### config.mk
export PLATFORM = sky130hd
export DESIGN_NAME = rptw_ctrl
export DESIGN_NICKNAME = d
export VERILOG_FILES = /design/src/rtl/rptw_pkg.sv /design/src/rtl/rptw_ctrl.sv
export SDC_FILE = /design/constraint.sdc
export NUM_CORES = 1
export LEC_CHECK = 0
export CAP_MARGIN = 20
export CORE_AREA = 2 2 39 41
export DETAILED_ROUTE_END_ITERATION = 16
export DIE_AREA = 0 0 41 43
export DONT_BUFFER_PORTS = 1
export GPL_TIMING_DRIVEN = 1
export SYNTH_ARGS = -nofsm -noshare
export SYNTH_HDL_FRONTEND = slang
export SYNTH_SLANG_ARGS = --single-unit
export TNS_END_PERCENT = 30
### constraint.sdc
create_clock -name clk_i -period 1 [get_ports clk_i]
set_input_delay 0.1 -clock clk_i [delete_from_list [all_inputs] [get_ports clk_i]]
set_output_delay 0.1 -clock clk_i [all_outputs]
set_load 0.01 [all_outputs]
### src/rtl/rptw_pkg.sv
// Shared constants and control/status types for the radix page table walker.
package rptw_pkg;

  localparam int unsigned VPN_W      = 45;
  localparam int unsigned PPN_W      = 52;
  localparam int unsigned ENTRY_W    = 64;
  localparam int unsigned IDX_W      = 9;
  localparam int unsigned PAGE_SHIFT = 12;
  localparam int unsigned LEVELS     = 5;
  localparam int unsigned LVL_W      = 3;
  localparam int unsigned ROOT_W     = 6;
  localparam int unsigned FREE_W     = 7;
  localparam int unsigned NEXT_W     = FREE_W + 1;
  localparam int unsigned CFG_W      = FREE_W;
  localparam int unsigned CFG_IDX_W  = 1;

  localparam logic [CFG_IDX_W-1:0] CFG_ROOT_FRAME = 1'b0;
  localparam logic [CFG_IDX_W-1:0] CFG_FIRST_FREE = 1'b1;

  localparam logic [1:0] ST_OK       = 2'd0;
  localparam logic [1:0] ST_NO_MAP   = 2'd1;
  localparam logic [1:0] ST_NO_FRAME = 2'd2;

  localparam logic [NEXT_W-1:0] FIRST_FREE_RST = NEXT_W'(1);

  typedef struct packed {
    logic       clear_step;
    logic       load_req;
    logic       read;
    logic       follow;
    logic       alloc;
    logic       leaf_write;
    logic       set_res;
    logic [1:0] res_status;
    logic       res_ppn_sel;
    logic       load_out;
  } cmd_t;

  typedef struct packed {
    logic clear_last;
    logic frame_oor;
    logic entry_valid;
    logic last_level;
    logic alloc_fail;
    logic is_update;
  } sts_t;

endpackage

### src/rtl/rptw_ctrl.sv
// Controller: clearing sweep, walk sequencer and output word handshake.
module rptw_ctrl import rptw_pkg::*; (
  input  logic clk_i,
  input  logic rst_ni,
  input  logic in_valid_i,
  output logic in_stall_o,
  output logic out_valid_o,
  input  logic out_stall_i,
  input  sts_t sts_i,
  output cmd_t cmd_o
);

  localparam logic [2:0] S_CLEAR = 3'd0;
  localparam logic [2:0] S_IDLE  = 3'd1;
  localparam logic [2:0] S_READ  = 3'd2;
  localparam logic [2:0] S_CHECK = 3'd3;
  localparam logic [2:0] S_RESP  = 3'd4;

  logic [2:0] state_q, state_d;
  logic       out_valid_q, out_valid_d;

  always_comb begin
    state_d = state_q;
    cmd_o   = '0;
    unique case (state_q)
      S_CLEAR: begin
        cmd_o.clear_step = 1'b1;
        if (sts_i.clear_last) begin
          state_d = S_IDLE;
        end
      end
      S_IDLE: begin
        if (in_valid_i) begin
          cmd_o.load_req = 1'b1;
          state_d        = S_READ;
        end
      end
      S_READ: begin
        if (sts_i.frame_oor) begin
          cmd_o.set_res    = 1'b1;
          cmd_o.res_status = ST_NO_MAP;
          state_d          = S_RESP;
        end else begin
          cmd_o.read = 1'b1;
          state_d    = S_CHECK;
        end
      end
      S_CHECK: begin
        state_d       = S_RESP;
        cmd_o.set_res = 1'b1;
        if (!sts_i.last_level) begin
          priority if (sts_i.entry_valid) begin
            cmd_o.set_res = 1'b0;
            cmd_o.follow  = 1'b1;
            state_d       = S_READ;
          end else if (!sts_i.is_update) begin
            cmd_o.res_status = ST_NO_MAP;
          end else if (sts_i.alloc_fail) begin
            cmd_o.res_status = ST_NO_FRAME;
          end else begin
            cmd_o.set_res = 1'b0;
            cmd_o.alloc   = 1'b1;
            state_d       = S_READ;
          end
        end else begin
          priority if (sts_i.is_update) begin
            cmd_o.leaf_write = 1'b1;
            cmd_o.res_status = ST_OK;
          end else if (sts_i.entry_valid) begin
            cmd_o.res_status  = ST_OK;
            cmd_o.res_ppn_sel = 1'b1;
          end else begin
            cmd_o.res_status = ST_NO_MAP;
          end
        end
      end
      S_RESP: begin
        if (!out_valid_q || !out_stall_i) begin
          cmd_o.load_out = 1'b1;
          state_d        = S_IDLE;
        end
      end
      default: state_d = S_IDLE;
    endcase
  end

  assign out_valid_d = cmd_o.load_out || (out_valid_q && out_stall_i);

  always_ff @(posedge clk_i or negedge rst_ni) begin
    if (!rst_ni) begin
      state_q     <= S_CLEAR;
      out_valid_q <= 1'b0;
    end else begin
      state_q     <= state_d;
      out_valid_q <= out_valid_d;
    end
  end

  assign in_stall_o  = (state_q != S_IDLE);
  assign out_valid_o = out_valid_q;

endmodule

### Word level (Yosys, flattened, before mapping)

Index checks and enable logic that the tools add are counted.

| cells by class | value |
|---|---|
| equal/unequal tests | 8 |
| mux-type cells | 39 |
| reductions and logical operators | 7 |

Operators by type and width:

| cell | number |
|---|---|
| $mux W3 | 10 |
| $mux W1 | 22 |
| $pmux W3 S5 | 1 |
| $mux W2 | 5 |
| $eq A3 B2 Y1 const B | 2 |
| $ne A2 B2 Y1 const B | 3 |
| $pmux W3 S2 | 1 |
| $eq A3 B1 Y1 const B | 1 |
| $eq A3 B3 Y1 const B | 1 |
| $logic_not A3 Y1 | 1 |
| $ne A3 B1 Y1 const B | 1 |
| $reduce_and A3 Y1 | 1 |
| $logic_not A1 Y1 | 2 |
| $logic_or A1 B1 Y1 | 2 |
| $logic_and A1 B1 Y1 | 1 |

| word-level totals | value |
|---|---|
| register bits | 4 |
| output and inout bits | 13 |

### Depth between registers and ports, before layout

| depth | value |
|---|---|
| word-level depth | 5 |
| gate-level depth with buffers | 4 |
| gate-level depth less buffers | 3 |

### Worst setup path after synthesis

OpenSTA, ideal clock, no wires.

| timing path | value |
|---|---|
| path kind | flip-flop to output port |
| start | register state_q[2] |
| end | output cmd_o[6] (netlist name) |
| arrival | 1,125 ps |
| data required time | 900 ps |
| slack | -225 ps |
| cell stages (with the launch flop) | 4 |
| cells stage by stage | dfrtp_1 -> and2b_1 -> nand3_1 -> nor4_1 |

RTL lines:

| what | line | source |
|---|---|---|
| from (decl) | rptw_ctrl.sv:19 | `logic [2:0] state_q, state_d;` |
| from (signal assigned) | rptw_ctrl.sv:94 | `state_q <= state_d;` |
| to (decl) | rptw_ctrl.sv:10 | `output cmd_t cmd_o` |

==> impl_metrics.tcl <==
set metrics [dict create \
    drtIter0Drc 3 \
    slowest_stage "dfrtp_1" \
    routed_wl_um 1040 \
    core_um2 1380 \
    fillers 144 \
    finalSetupViolCount 15 \
    rsz0062_at_grt "true" \
    crit_start "state_q[2]$_DFFE_PN0P_" \
    cts.reportedPaths.clkPinSlew_ns 0.04 \
    ant_nets 0 \
    violations "setup timing" \
    synth-seq-area-share_pct 32.8 \
    layout_min_cycle_time_ns 1.38 \
    grt_max_degree 6 \
    worstPathRequired_ns 0.90 \
    reg2reg_from "state_q[0]$_DFFE_PN0P_" \
    syn_to_final_growth_pct 93.4 \
    vias 394 \
    reg2regPathDepth 4 \
    fmax_ghz 0.724 \
    cp_max_fo 3 \
    h-tree-depth 1 \
    post-route-util_pct 42.7 \
    cts_tree "yes" \
    drv_slew 0 \
    fin_nets 74 \
    critPathLaunchType "flop" \
    antenna_cells 0 \
    start_util_pct 22.1 \
    placementRows 14 \
    gp_congestion 0.803 \
    reg2reg_slack_ns -0.23 \
    avgSynthCellArea_um2 7.83 \
    worst-slew-pin-transition_ns 0.302 \
    place_hpwl_um 733 \
    worst_slack_ns -0.382 \
    wl_per_cell_um 13.4 \
    layout_common_cells "buf_4 (18), nor2_1 (6), nor3_2 (4), nand2_1 (4)" \
    status "finished, violations left" \
    drc_errors 0 \
    hold_class "primary input to flop" \
    maxCapViolCount 0 \
    crit_path_end_kind "output pin" \
    path_buf_inv 0 \
    grt_use_met3_pct 2.62 \
    grt_pass1_vias 407 \
    vdd_drop_max_v 0.00112 \
    cp-endpoint "cmd_o[3]" \
    ys_ff_latch 4 \
    reg2reg_to "state_q[1]$_DFFE_PN0P_" \
    grt_remaining_overflow 0 \
    mostFrequentLayoutCell "buf_4" \
    port_buffers 0 \
    vias_per_cell 5.05 \
    grt-busiest-layer "met2" \
    crit_arrival_ns 1.28 \
    grt_antenna_before_repair 0 \
    hold_viol_final 0 \
    p_total_mw 1.54 \
    dieHeight_um 43 \
    worstSetupPathType "flop to output pin" \
    die-width_um 41 \
    crit_family "simple AND/OR/NAND/NOR gates" \
    met1_usage_pct 9.12 \
    synth_nets 49 \
    max_stage_delay_ns 0.38 \
    synth_cell_types 21 \
    relSlewSlack_pct 79.8 \
    drive_gt1_share_pct 54.8 \
    cp.depth 3 \
    dr.pass1.iters 2 \
    worstSkewPairLatency_ns 0.23 \
    cts_sinks 4 \
    powerDensity_nw_per_um2 2610 \
    clock_skew_ns 0.000753 \
    synth_area_um2 305 \
    io_pins 23 \
    cts_buffer_depth 2 \
    numCtsBuffers 3 \
    die_area_um2 1760 \
    use_met2_pct 24.1 \
    grtUsageTotal_pct 12.5 \
    yosysWarnings 0 \
    syn_inst 39 \
    clockRootBuffer "clkbuf_4" \
    period_share_pct 138 \
    grt_pass1_wl_um 1480 \
    power.leakage_nw 0.285 \
    path_cells "and2b_2, nand3_4, nor4b_4" \
]
-- worst register-to-register path: cells and delay by family (launching register included) --
kind | cells | cell delay, ns
compound gates | 1 | 0.22
buf+inv | 2 | 0.30
flops | 1 | 0.43
simple gates | 1 | 0.16
-- what timing repair did --
item                                    CTS  global route
hold buffers                              2             0
setup buffers                             5             1
hold endpoints to repair                  5             0
resized for setup                        11             2
endpoints found under the setup margin   15            15
pin swaps                                 4             1
-- metrics by stage --
step | TNS [ns] | cells | worst slack (ns) | hold WS, ns | area (µm²)
2_1_floorplan | -0.699 | 39 | -0.136 | -0.196 | 325
3_3_place_gp | -1.19 | 67 | -0.136 | -0.195 | 450
3_5_place_dp | -1.38 | 67 | -0.173 | -0.195 | 450
5_1_grt | -4.76 | 78 | -0.445 | 0.0711 | 591
4_1_cts | -3.96 | 77 | -0.381 | 0.0547 | 569
6_report | -3.97 | 78 | -0.382 | 0.0608 | 591
-- synth_stat cells --
cell / number / share of area, %
a21oi_1: 2 / 3.3
and2b_1: 1 / 2.5
nand2_1: 4 / 4.9
nor3_2: 1 / 3.3
o31ai_1: 1 / 2.5
nor4b_2: 1 / 4.9
nand2b_1: 1 / 2.1
nand3_1: 2 / 3.3
inv_1: 1 / 1.2
nor2_1: 8 / 9.8
a21boi_1: 1 / 2.5
o211a_1: 1 / 3.3
dfrtp_1: 4 / 33
and3_1: 1 / 2.1
mux2i_1: 1 / 3.3
a211o_1: 2 / 5.7
nand4_1: 1 / 2.1
nor2b_1: 1 / 2.1
nor4_1: 1 / 2.1
buf_2: 1 / 1.6
nor3_1: 3 / 4.9
-- worst min path at each step --
stage                     startpoint                      to  slack [ns]  depth (start not counted)
final                     in_valid_i  state_q[0]$_DFFE_PN0P_        0.06                          2
after CTS                 in_valid_i  state_q[0]$_DFFE_PN0P_        0.05                          2
after floorplan               rst_ni   out_valid_o$_DFF_PN0_       -0.20                          0
after global placement        rst_ni  state_q[2]$_DFFE_PN0P_       -0.20                          0
after detailed placement      rst_ni   out_valid_o$_DFF_PN0_       -0.20                          0
after global routing      in_valid_i  state_q[0]$_DFFE_PN0P_        0.07                          2
-- layer usage --
metal,wire length (µm),share of wire [%]
met1,337,32
met5,0,0
met4,0,0
met2,611,59
met3,93,8.9
-- report_power, final --
part / internal (mW) / switching (mW)
Combinational: 0.559 / 0.466
Sequential: 0.234 / 0.0894
Clock: 0.134 / 0.0613
Total: 0.927 / 0.616
-- registers in the layout (all words and copies together) (netlist names) --
register and count:
out_valid_o 1, state_q 3
-- area by class of cell --
class / instances / area (µm²) / area share, %
Sequential cell: 4 / 101 / 17.2
Multi-Input combinational cell: 33 / 268 / 45.3
Clock buffer: 3 / 22.5 / 3.81
Inverter: 1 / 3.75 / 0.636
Tap cell: 16 / 20.0 / 3.39
Timing Repair Buffer: 21 / 175 / 29.7
-- kinds of logic (layout without fill, tap and decap cells) --
group                  after synthesis  after routing  share of synthesized area (%)
DFF                                  4              4                           32.8
and+or+nand+nor                     25             25                           43.9
AOI/OAI and AO/OA                    7              7                           17.2
buffers and inverters                2             25                           2.87
muxes                                1              1                           3.28
Note: power is estimated with default switching activity, not from simulation.
